### config.mk
export PLATFORM = sky130hd
export DESIGN_NAME = bbox_cut_crossing_cost
export DESIGN_NICKNAME = d
export VERILOG_FILES = /design/src/rtl/bbcc_pkg.sv /design/src/rtl/bbcc_dir.sv /design/src/rtl/bbox_cut_crossing_cost.sv
export SDC_FILE = /design/constraint.sdc
export NUM_CORES = 2
export LEC_CHECK = 0
export ABC_AREA = 1
export BUFFER_PORTS_ARGS = -buffer_cell sky130_fd_sc_hd__buf_2
export CAP_MARGIN = 20
export CORE_MARGIN = 2
export CORE_UTILIZATION = 40
export DETAILED_ROUTE_END_ITERATION = 7
export HOLD_SLACK_MARGIN = 0.06
export SLEW_MARGIN = 15
export SYNTH_ARGS = -nofsm -noshare
export SYNTH_HDL_FRONTEND = slang
export SYNTH_SLANG_ARGS = --single-unit
export TNS_END_PERCENT = 20
### constraint.sdc
create_clock -name clk -period 24 [get_ports clk]
set_input_delay 2.4 -clock clk [delete_from_list [all_inputs] [get_ports clk]]
set_output_delay 2.4 -clock clk [all_outputs]
set_load 0.01 [all_outputs]
### src/rtl/bbcc_pkg.sv
// Shared types and constants for the bounding box cut crossing cost block.
package bbcc_pkg;

	localparam int IN_COORD_W  = 12;  // width of one box coordinate on the port
	localparam int IN_DATA_W   = 4 * IN_COORD_W;
	localparam int CFG_DATA_W  = 48;
	localparam int CFG_INDEX_W = 3;
	localparam int INV_W       = 17;
	localparam int SPAN_W      = 13;  // max - min + 1 for the widest coordinate
	localparam int SUM_W       = 15;  // sum of up to four spans
	localparam int WEIGHT_W    = 32;  // SUM_W x INV_W product
	localparam int CNT_W       = 3;
	localparam int TERM_W      = 35;  // CNT_W x WEIGHT_W product
	localparam int TOTAL_W     = 36;
	localparam int COST_W      = 32;
	localparam int OUT_DATA_W  = 40;  // 39 bits of fields, padded to whole bytes

	typedef enum logic [CFG_INDEX_W-1:0] {
		REG_COST_MODE      = 3'd0,
		REG_INV_GRID_W     = 3'd1,
		REG_INV_GRID_H     = 3'd2,
		REG_ROW_CUT_POS    = 3'd3,
		REG_COL_CUT_POS    = 3'd4,
		REG_ROW_CUT_MINSEG = 3'd5,
		REG_COL_CUT_MINSEG = 3'd6
	} reg_idx_t;

	// Settings that one cut direction needs.
	typedef struct packed {
		logic                  mode;
		logic [INV_W-1:0]      inv;
		logic [CFG_DATA_W-1:0] positions;
		logic [CFG_DATA_W-1:0] segments;
	} dir_cfg_t;

endpackage

### src/rtl/bbcc_dir.sv
// Cut scan and weighting for one direction: stages two to four of the pipeline.
module bbcc_dir
	import bbcc_pkg::*;
#(
	parameter int MAX_CUTS   = 4,
	parameter int COORD_BITS = 12
) (
	input  logic                  clk,
	input  logic                  en,
	input  dir_cfg_t              cfg,
	input  logic [COORD_BITS-1:0] lo_s1,
	input  logic [COORD_BITS-1:0] hi_s1,
	output logic [CNT_W-1:0]      count_s4,
	output logic [WEIGHT_W-1:0]   weight_s4
);

	logic [MAX_CUTS-1:0] cross_c;
	logic [SPAN_W-1:0]   span_c;
	logic [SPAN_W-1:0]   diff_c [MAX_CUTS];

	logic [MAX_CUTS-1:0] cross_s2;
	logic [SPAN_W-1:0]   span_s2;
	logic [SPAN_W-1:0]   diff_s2 [MAX_CUTS];

	logic [CNT_W-1:0]    count_c;
	logic [SUM_W-1:0]    sum_c;

	logic [CNT_W-1:0]    count_s3;
	logic [SUM_W-1:0]    base_s3;

	assign span_c = SPAN_W'(hi_s1) - SPAN_W'(lo_s1) + SPAN_W'(1);

	for (genvar i = 0; i < MAX_CUTS; i++) begin : g_slot
		logic [COORD_BITS-1:0] pos;
		logic [SPAN_W-1:0]     seg;
		assign pos = cfg.positions[i*COORD_BITS +: COORD_BITS];
		assign seg = SPAN_W'(cfg.segments[i*COORD_BITS +: COORD_BITS]);
		// all ones marks an unused slot
		assign cross_c[i] = !(&pos) && (pos >= lo_s1) && (pos < hi_s1);
		always_comb begin
			if (!cross_c[i]) begin
				diff_c[i] = '0;
			end else if (seg >= span_c) begin
				diff_c[i] = seg - span_c;
			end else begin
				diff_c[i] = span_c - seg;
			end
		end
	end

	always_ff @(posedge clk) begin
		if (en) begin
			cross_s2 <= cross_c;
			span_s2  <= span_c;
			diff_s2  <= diff_c;
		end
	end

	always_comb begin
		count_c = '0;
		sum_c   = '0;
		for (int i = 0; i < MAX_CUTS; i++) begin
			count_c = count_c + CNT_W'(cross_s2[i]);
			sum_c   = sum_c + SUM_W'(diff_s2[i]);
		end
	end

	always_ff @(posedge clk) begin
		if (en) begin
			count_s3 <= count_c;
			base_s3  <= cfg.mode ? sum_c : SUM_W'(span_s2);
		end
	end

	always_ff @(posedge clk) begin
		if (en) begin
			count_s4  <= count_s3;
			weight_s4 <= WEIGHT_W'(base_s3) * WEIGHT_W'(cfg.inv);
		end
	end

endmodule

### src/rtl/bbox_cut_crossing_cost.sv
// Top level of the bounding box cut crossing cost pipeline.
// Takes one net bounding box per cycle. Its cut crossing counts and Q16.16 cost
// appear on m_axis once the item has passed five registers: input register, slot
// compare, count and sum, weight multiply, and combine and saturate into the
// output register. Throughput is one item per clock; s_axis_tready drops only
// while the output register holds an item that m_axis_tready does not take, and
// the whole pipeline then holds. Configuration is to be written through
// cfg_we/cfg_index/cfg_wdata while no item is in flight; the block itself does not
// enforce this. Writes to indexes beyond the register list are ignored.
module bbox_cut_crossing_cost
	import bbcc_pkg::*;
#(
	parameter int MAX_CUTS   = 4,
	parameter int COORD_BITS = 12
) (
	input  logic                   clk,
	input  logic                   arst_n,
	input  logic                   cfg_we,
	input  logic [CFG_INDEX_W-1:0] cfg_index,
	input  logic [CFG_DATA_W-1:0]  cfg_wdata,
	input  logic                   s_axis_tvalid,
	output logic                   s_axis_tready,
	// box_x_min, box_x_max, box_y_min, box_y_max (12 bits each)
	input  logic [IN_DATA_W-1:0]   s_axis_tdata,
	output logic                   m_axis_tvalid,
	input  logic                   m_axis_tready,
	// crossing_cost[31:0], row_crossings[34:32], column_crossings[37:35],
	// crosses_any[38], zero pad[39]
	output logic [OUT_DATA_W-1:0]  m_axis_tdata
);

	logic                  mode_q;
	logic [INV_W-1:0]      inv_w_q;
	logic [INV_W-1:0]      inv_h_q;
	logic [CFG_DATA_W-1:0] row_pos_q;
	logic [CFG_DATA_W-1:0] col_pos_q;
	logic [CFG_DATA_W-1:0] row_seg_q;
	logic [CFG_DATA_W-1:0] col_seg_q;

	always_ff @(posedge clk or negedge arst_n) begin
		if (!arst_n) begin
			mode_q    <= 1'b0;
			inv_w_q   <= INV_W'(16);
			inv_h_q   <= INV_W'(16);
			row_pos_q <= '1;
			col_pos_q <= '1;
			row_seg_q <= '0;
			col_seg_q <= '0;
		end else if (cfg_we) begin
			unique case (reg_idx_t'(cfg_index))
				REG_COST_MODE:      mode_q    <= cfg_wdata[0];
				REG_INV_GRID_W:     inv_w_q   <= cfg_wdata[INV_W-1:0];
				REG_INV_GRID_H:     inv_h_q   <= cfg_wdata[INV_W-1:0];
				REG_ROW_CUT_POS:    row_pos_q <= cfg_wdata;
				REG_COL_CUT_POS:    col_pos_q <= cfg_wdata;
				REG_ROW_CUT_MINSEG: row_seg_q <= cfg_wdata;
				REG_COL_CUT_MINSEG: col_seg_q <= cfg_wdata;
				default: ;
			endcase
		end
	end

	// pipeline advance: everything moves unless the output item is stuck
	logic en;
	assign en            = !m_axis_tvalid || m_axis_tready;
	assign s_axis_tready = en;

	logic v_s1, v_s2, v_s3, v_s4;

	always_ff @(posedge clk or negedge arst_n) begin
		if (!arst_n) begin
			v_s1          <= 1'b0;
			v_s2          <= 1'b0;
			v_s3          <= 1'b0;
			v_s4          <= 1'b0;
			m_axis_tvalid <= 1'b0;
		end else if (en) begin
			v_s1          <= s_axis_tvalid;
			v_s2          <= v_s1;
			v_s3          <= v_s2;
			v_s4          <= v_s3;
			m_axis_tvalid <= v_s4;
		end
	end

	logic [COORD_BITS-1:0] x_min_s1, x_max_s1, y_min_s1, y_max_s1;

	always_ff @(posedge clk) begin
		if (en) begin
			x_min_s1 <= s_axis_tdata[0*IN_COORD_W +: COORD_BITS];
			x_max_s1 <= s_axis_tdata[1*IN_COORD_W +: COORD_BITS];
			y_min_s1 <= s_axis_tdata[2*IN_COORD_W +: COORD_BITS];
			y_max_s1 <= s_axis_tdata[3*IN_COORD_W +: COORD_BITS];
		end
	end

	dir_cfg_t row_cfg, col_cfg;
	assign row_cfg = '{mode: mode_q, inv: inv_h_q, positions: row_pos_q, segments: row_seg_q};
	assign col_cfg = '{mode: mode_q, inv: inv_w_q, positions: col_pos_q, segments: col_seg_q};

	logic [CNT_W-1:0]    row_cnt_s4, col_cnt_s4;
	logic [WEIGHT_W-1:0] row_w_s4, col_w_s4;

	bbcc_dir #(.MAX_CUTS(MAX_CUTS), .COORD_BITS(COORD_BITS)) u_row (
		.clk      (clk),
		.en       (en),
		.cfg      (row_cfg),
		.lo_s1    (y_min_s1),
		.hi_s1    (y_max_s1),
		.count_s4 (row_cnt_s4),
		.weight_s4(row_w_s4)
	);

	bbcc_dir #(.MAX_CUTS(MAX_CUTS), .COORD_BITS(COORD_BITS)) u_col (
		.clk      (clk),
		.en       (en),
		.cfg      (col_cfg),
		.lo_s1    (x_min_s1),
		.hi_s1    (x_max_s1),
		.count_s4 (col_cnt_s4),
		.weight_s4(col_w_s4)
	);

	// a zero count zeroes its term, so no crossing gives zero cost
	logic [TERM_W-1:0]  row_term, col_term;
	logic [TOTAL_W-1:0] total;
	logic [COST_W-1:0]  cost;

	assign row_term = TERM_W'(row_cnt_s4) * TERM_W'(row_w_s4);
	assign col_term = TERM_W'(col_cnt_s4) * TERM_W'(col_w_s4);
	assign total    = TOTAL_W'(row_term) + TOTAL_W'(col_term);
	assign cost     = (|total[TOTAL_W-1:COST_W]) ? '1 : total[COST_W-1:0];

	always_ff @(posedge clk) begin
		if (en) begin
			m_axis_tdata <= {1'b0,
			                 (|row_cnt_s4) || (|col_cnt_s4),
			                 col_cnt_s4,
			                 row_cnt_s4,
			                 cost};
		end
	end

`ifndef SYNTHESIS
	a_ready_only_on_stall: assert property (@(posedge clk) disable iff (!arst_n)
		!s_axis_tready |-> (m_axis_tvalid && !m_axis_tready))
		else $error("input stalled without a blocked output item");

	a_any_matches_counts: assert property (@(posedge clk) disable iff (!arst_n)
		m_axis_tvalid |-> (m_axis_tdata[38] == ((m_axis_tdata[34:32] != '0) ||
		                                         (m_axis_tdata[37:35] != '0))))
		else $error("crosses_any disagrees with the counts");

	a_no_cross_no_cost: assert property (@(posedge clk) disable iff (!arst_n)
		(m_axis_tvalid && !m_axis_tdata[38]) |-> (m_axis_tdata[31:0] == '0))
		else $error("cost reported for a box that crosses nothing");

	a_counts_bounded: assert property (@(posedge clk) disable iff (!arst_n)
		m_axis_tvalid |-> ((m_axis_tdata[34:32] <= CNT_W'(MAX_CUTS)) &&
		                   (m_axis_tdata[37:35] <= CNT_W'(MAX_CUTS))))
		else $error("crossing count above the number of cut slots");
`endif

endmodule
==> metrics.txt <==
status finished, final reports clean; count leader, synth nand2_1; Synth Net Count 9354; max-cap check violation count 0; share of post-route cells with drive strength above 1 under 10%; fmax 160 MHz; slowest CP cell edfxtp_1; Cell Area, Placed 65700 µm²; met2 Usage GRT 39.9%; final wirelength between 150 and 200 mm; Wirelength per Cell 18.9 µm; die area 162000 µm²; initial antenna violation count 11; met1 usage in global routing 31.1%; Mapped Cells roughly 8000; chip height 402 µm; Fin Clk Skew about 41 ps; Yosys reg bits 563; WS Path Type reg -> reg; clock latency on the worst-skew pair 690 ps; global placement routability congestion around 0.95; Crit path required time 24420 ps; global-route wire length before repair 295 mm; worst hold path endpoint u_col.count_s4[0]; pin count of the biggest net entering global routing 160; WP data arrival 6660 ps; Num CTS Buffers slightly above 70; synthesis-to-finish area growth 7.38%; final setup vio count 0; cells on worst reg2reg path 18; area leader, netlist fa_1; crit path time final 6240 ps; # resized after CTS 0; Die W about 400 µm; initial DRC count 3563; Final #Nets 9318; Startpoint Class flip-flop; reg2reg setup slack approximately 18000 ps; distinct cell type count after synthesis 55; worst-path cell chain nand2_1 > fa_1 > inv_1 > fa_1 > inv_1 > fa_1 > inv_1 > fa_1 > fa_1 > inv_1 > fa_1 > inv_1 > ha_1 > a21o_1 > a31oi_1 > nand3_1 > a21boi_0 > xnor2_1; core box area 158000 µm²; row count 146; Mapped Avg Cell Area 7.95 µm²; Slowest Stage Delay on Critical Path 810 ps; Slew Viols, Final 0; RSZ-0062 raised after global routing no; clock tree buffer depth 3; post-route design area 68100 µm²; number of synthesized flops with an enable pin 331; io pins approximately 150; Hold Path Depth 0; All-Layer GR Usage a little under a quarter; Worst Hold Class reg -> reg; 1st-pass router iterations 7; Post-synth ARST share 41.2%; WP buf/inv 5; Vias/cell 5.08; vias in the first global route ~50000; most used cell, CP fa_1; Antenna Violating Nets Remaining 0; clock root cell clkbuf_16; Max FO, Critical Path 17; PortBufs 144; placed wire-length estimate 153 mm; Setup Buffers After CTS 0; Initial Util 40.2%; GRT busiest layer met2; # clock sinks 563; HP Start u_col.count_s3[0]; htree depth 3; final cycle utilization of the critical path between 20% and 30%; Top FF cell, synth edfxtp_1; dominant cells by area after synthesis fa_1 18%, edfxtp_1 16%, ha_1 14%; GR Util met3 2.67%; number of remaining DRC errors 0; Slew HR between 20% and 30%; clk slew on worst S/H paths 60 ps; register area share after synthesis 25.0%; reg2reg start u_col.base_s3[6]; Worst setup EP type flip-flop; Worst-Margin Slew ~1100 ps; setup TNS 0 ps; FF-to-FF End u_col.weight_s4[18]; Final Hold Vio Count 0; cts hold-fix bufs 0; Synth top area share between 10% and 20%; global route overflow 0; Synthesis Warnings 0; Top delay family on crit path adder cells; CTS tree yes; post-synth design cell area 63400 µm²; most frequent cells after synthesis 2000 x nand2_1, 1632 x inv_1, 710 x ha_1; Vias approximately 51000
==> metrics by stage <==
step | hold WS (ps) | instances | util [%] | setup slack (ps)
finish | 417 | 10075 | 43.1 | 17760
global route | 428 | 10072 | 43.1 | 17530
CTS | 415 | 10072 | 43.1 | 17830
detailed placement | 407 | 9942 | 41.6 | 17840
global placement | 405 | 9942 | 41.6 | 17870
floorplan | 400 | 7979 | - | 12050
==> registers in the layout (all words and copies together), names as in the netlist, 32 cells and up <==
register	cells
u_col.diff_s2	52
u_row.diff_s2	52
col_pos_q	48
col_seg_q	48
row_pos_q	48
row_seg_q	48
m_axis_tdata	39
u_col.weight_s4	32
u_row.weight_s4	32
==> cell usage in the layout (no fill, tap or decap), types with 11 or more instances in the layout <==
cell and n:
nand3_2 28, dfstp_2 98, nor2_2 17, nand3_1 293, inv_2 16, inv_1 1632
o21bai_1 36, xor2_1 189, nor3_1 36, a21boi_0 18, dfrtp_1 134, edfxtp_1 331
buf_4 42, a21o_1 22, fa_1 561, buf_2 143, clkbuf_16 71, clkinv_1 11
nand4_1 83, clkbuf_1 14, o21a_1 19, ha_1 710, nand2_1 1996, nor2_1 344
nand2_2 38, o21ai_0 426, xnor2_1 68, a21oi_1 484
==> logic make-up after synthesis <==
logic type	count (synthesis)	share of synthesized area (%)
XOR/XNOR	257	3.55
other	1	0.00592
multiplexers	3	0.0533
flip-flops	563	25.0
AO/OA/AOI/OAI	1058	8.91
adder cells (fa/ha/maj)	1271	31.7
AND/OR/NAND/NOR	2879	18.8
buffers and inverters	1947	11.9
==> metal layers <==
| layer | vias to the layer above | routed length, µm |
|---|---|---|
| met5 | - | 42 |
| li1 | 24750 | - |
| met3 | 351 | 9520 |
| met1 | 24603 | 83600 |
| met4 | 6 | 7670 |
| met2 | 1456 | 89700 |
==> how the worst max path moves through the flow <==
| stage | start | end | slack, ps | cells after the start |
|---|---|---|---|---|
| after global routing | u_col.base_s3[6] | u_col.weight_s4[18] | 17530 | 18 |
| final | u_col.base_s3[6] | u_col.weight_s4[18] | 17760 | 18 |
| after CTS | u_col.base_s3[6] | u_col.weight_s4[18] | 17830 | 18 |
| after floorplan | m_axis_tready | s_axis_tready | 12050 | 2 |
| after global placement | u_col.base_s3[6] | u_col.weight_s4[18] | 17870 | 18 |
| after detailed placement | u_col.base_s3[6] | u_col.weight_s4[18] | 17840 | 18 |
==> worst reg2reg max path: stages, from the launching register on <==
cell and delay, ps:
edfxtp_1 810, nand2_1 180, fa_1 560, inv_1 50
fa_1 490, inv_1 50, fa_1 540, inv_1 50
fa_1 450, fa_1 490, inv_1 50, fa_1 480
inv_1 40, ha_1 360, a21o_1 210, a31oi_1 380
nand3_1 390, a21boi_0 310, xnor2_1 110
==> layout make-up <==
class                   count  area, µm²
flip-flops and latches    563      15900
fillers                 15934      89800
clock buffers              91       1910
repair buffers            187       1070
clock inverters            39        440
well taps                2072       2590
multi-input cells        5469      40000
inverters                1651       6200
diodes                      3       7.51
Power is left out: the tool's default activity adds up to more than one toggle a clock period on the data nets, which glitch-free logic cannot reach.
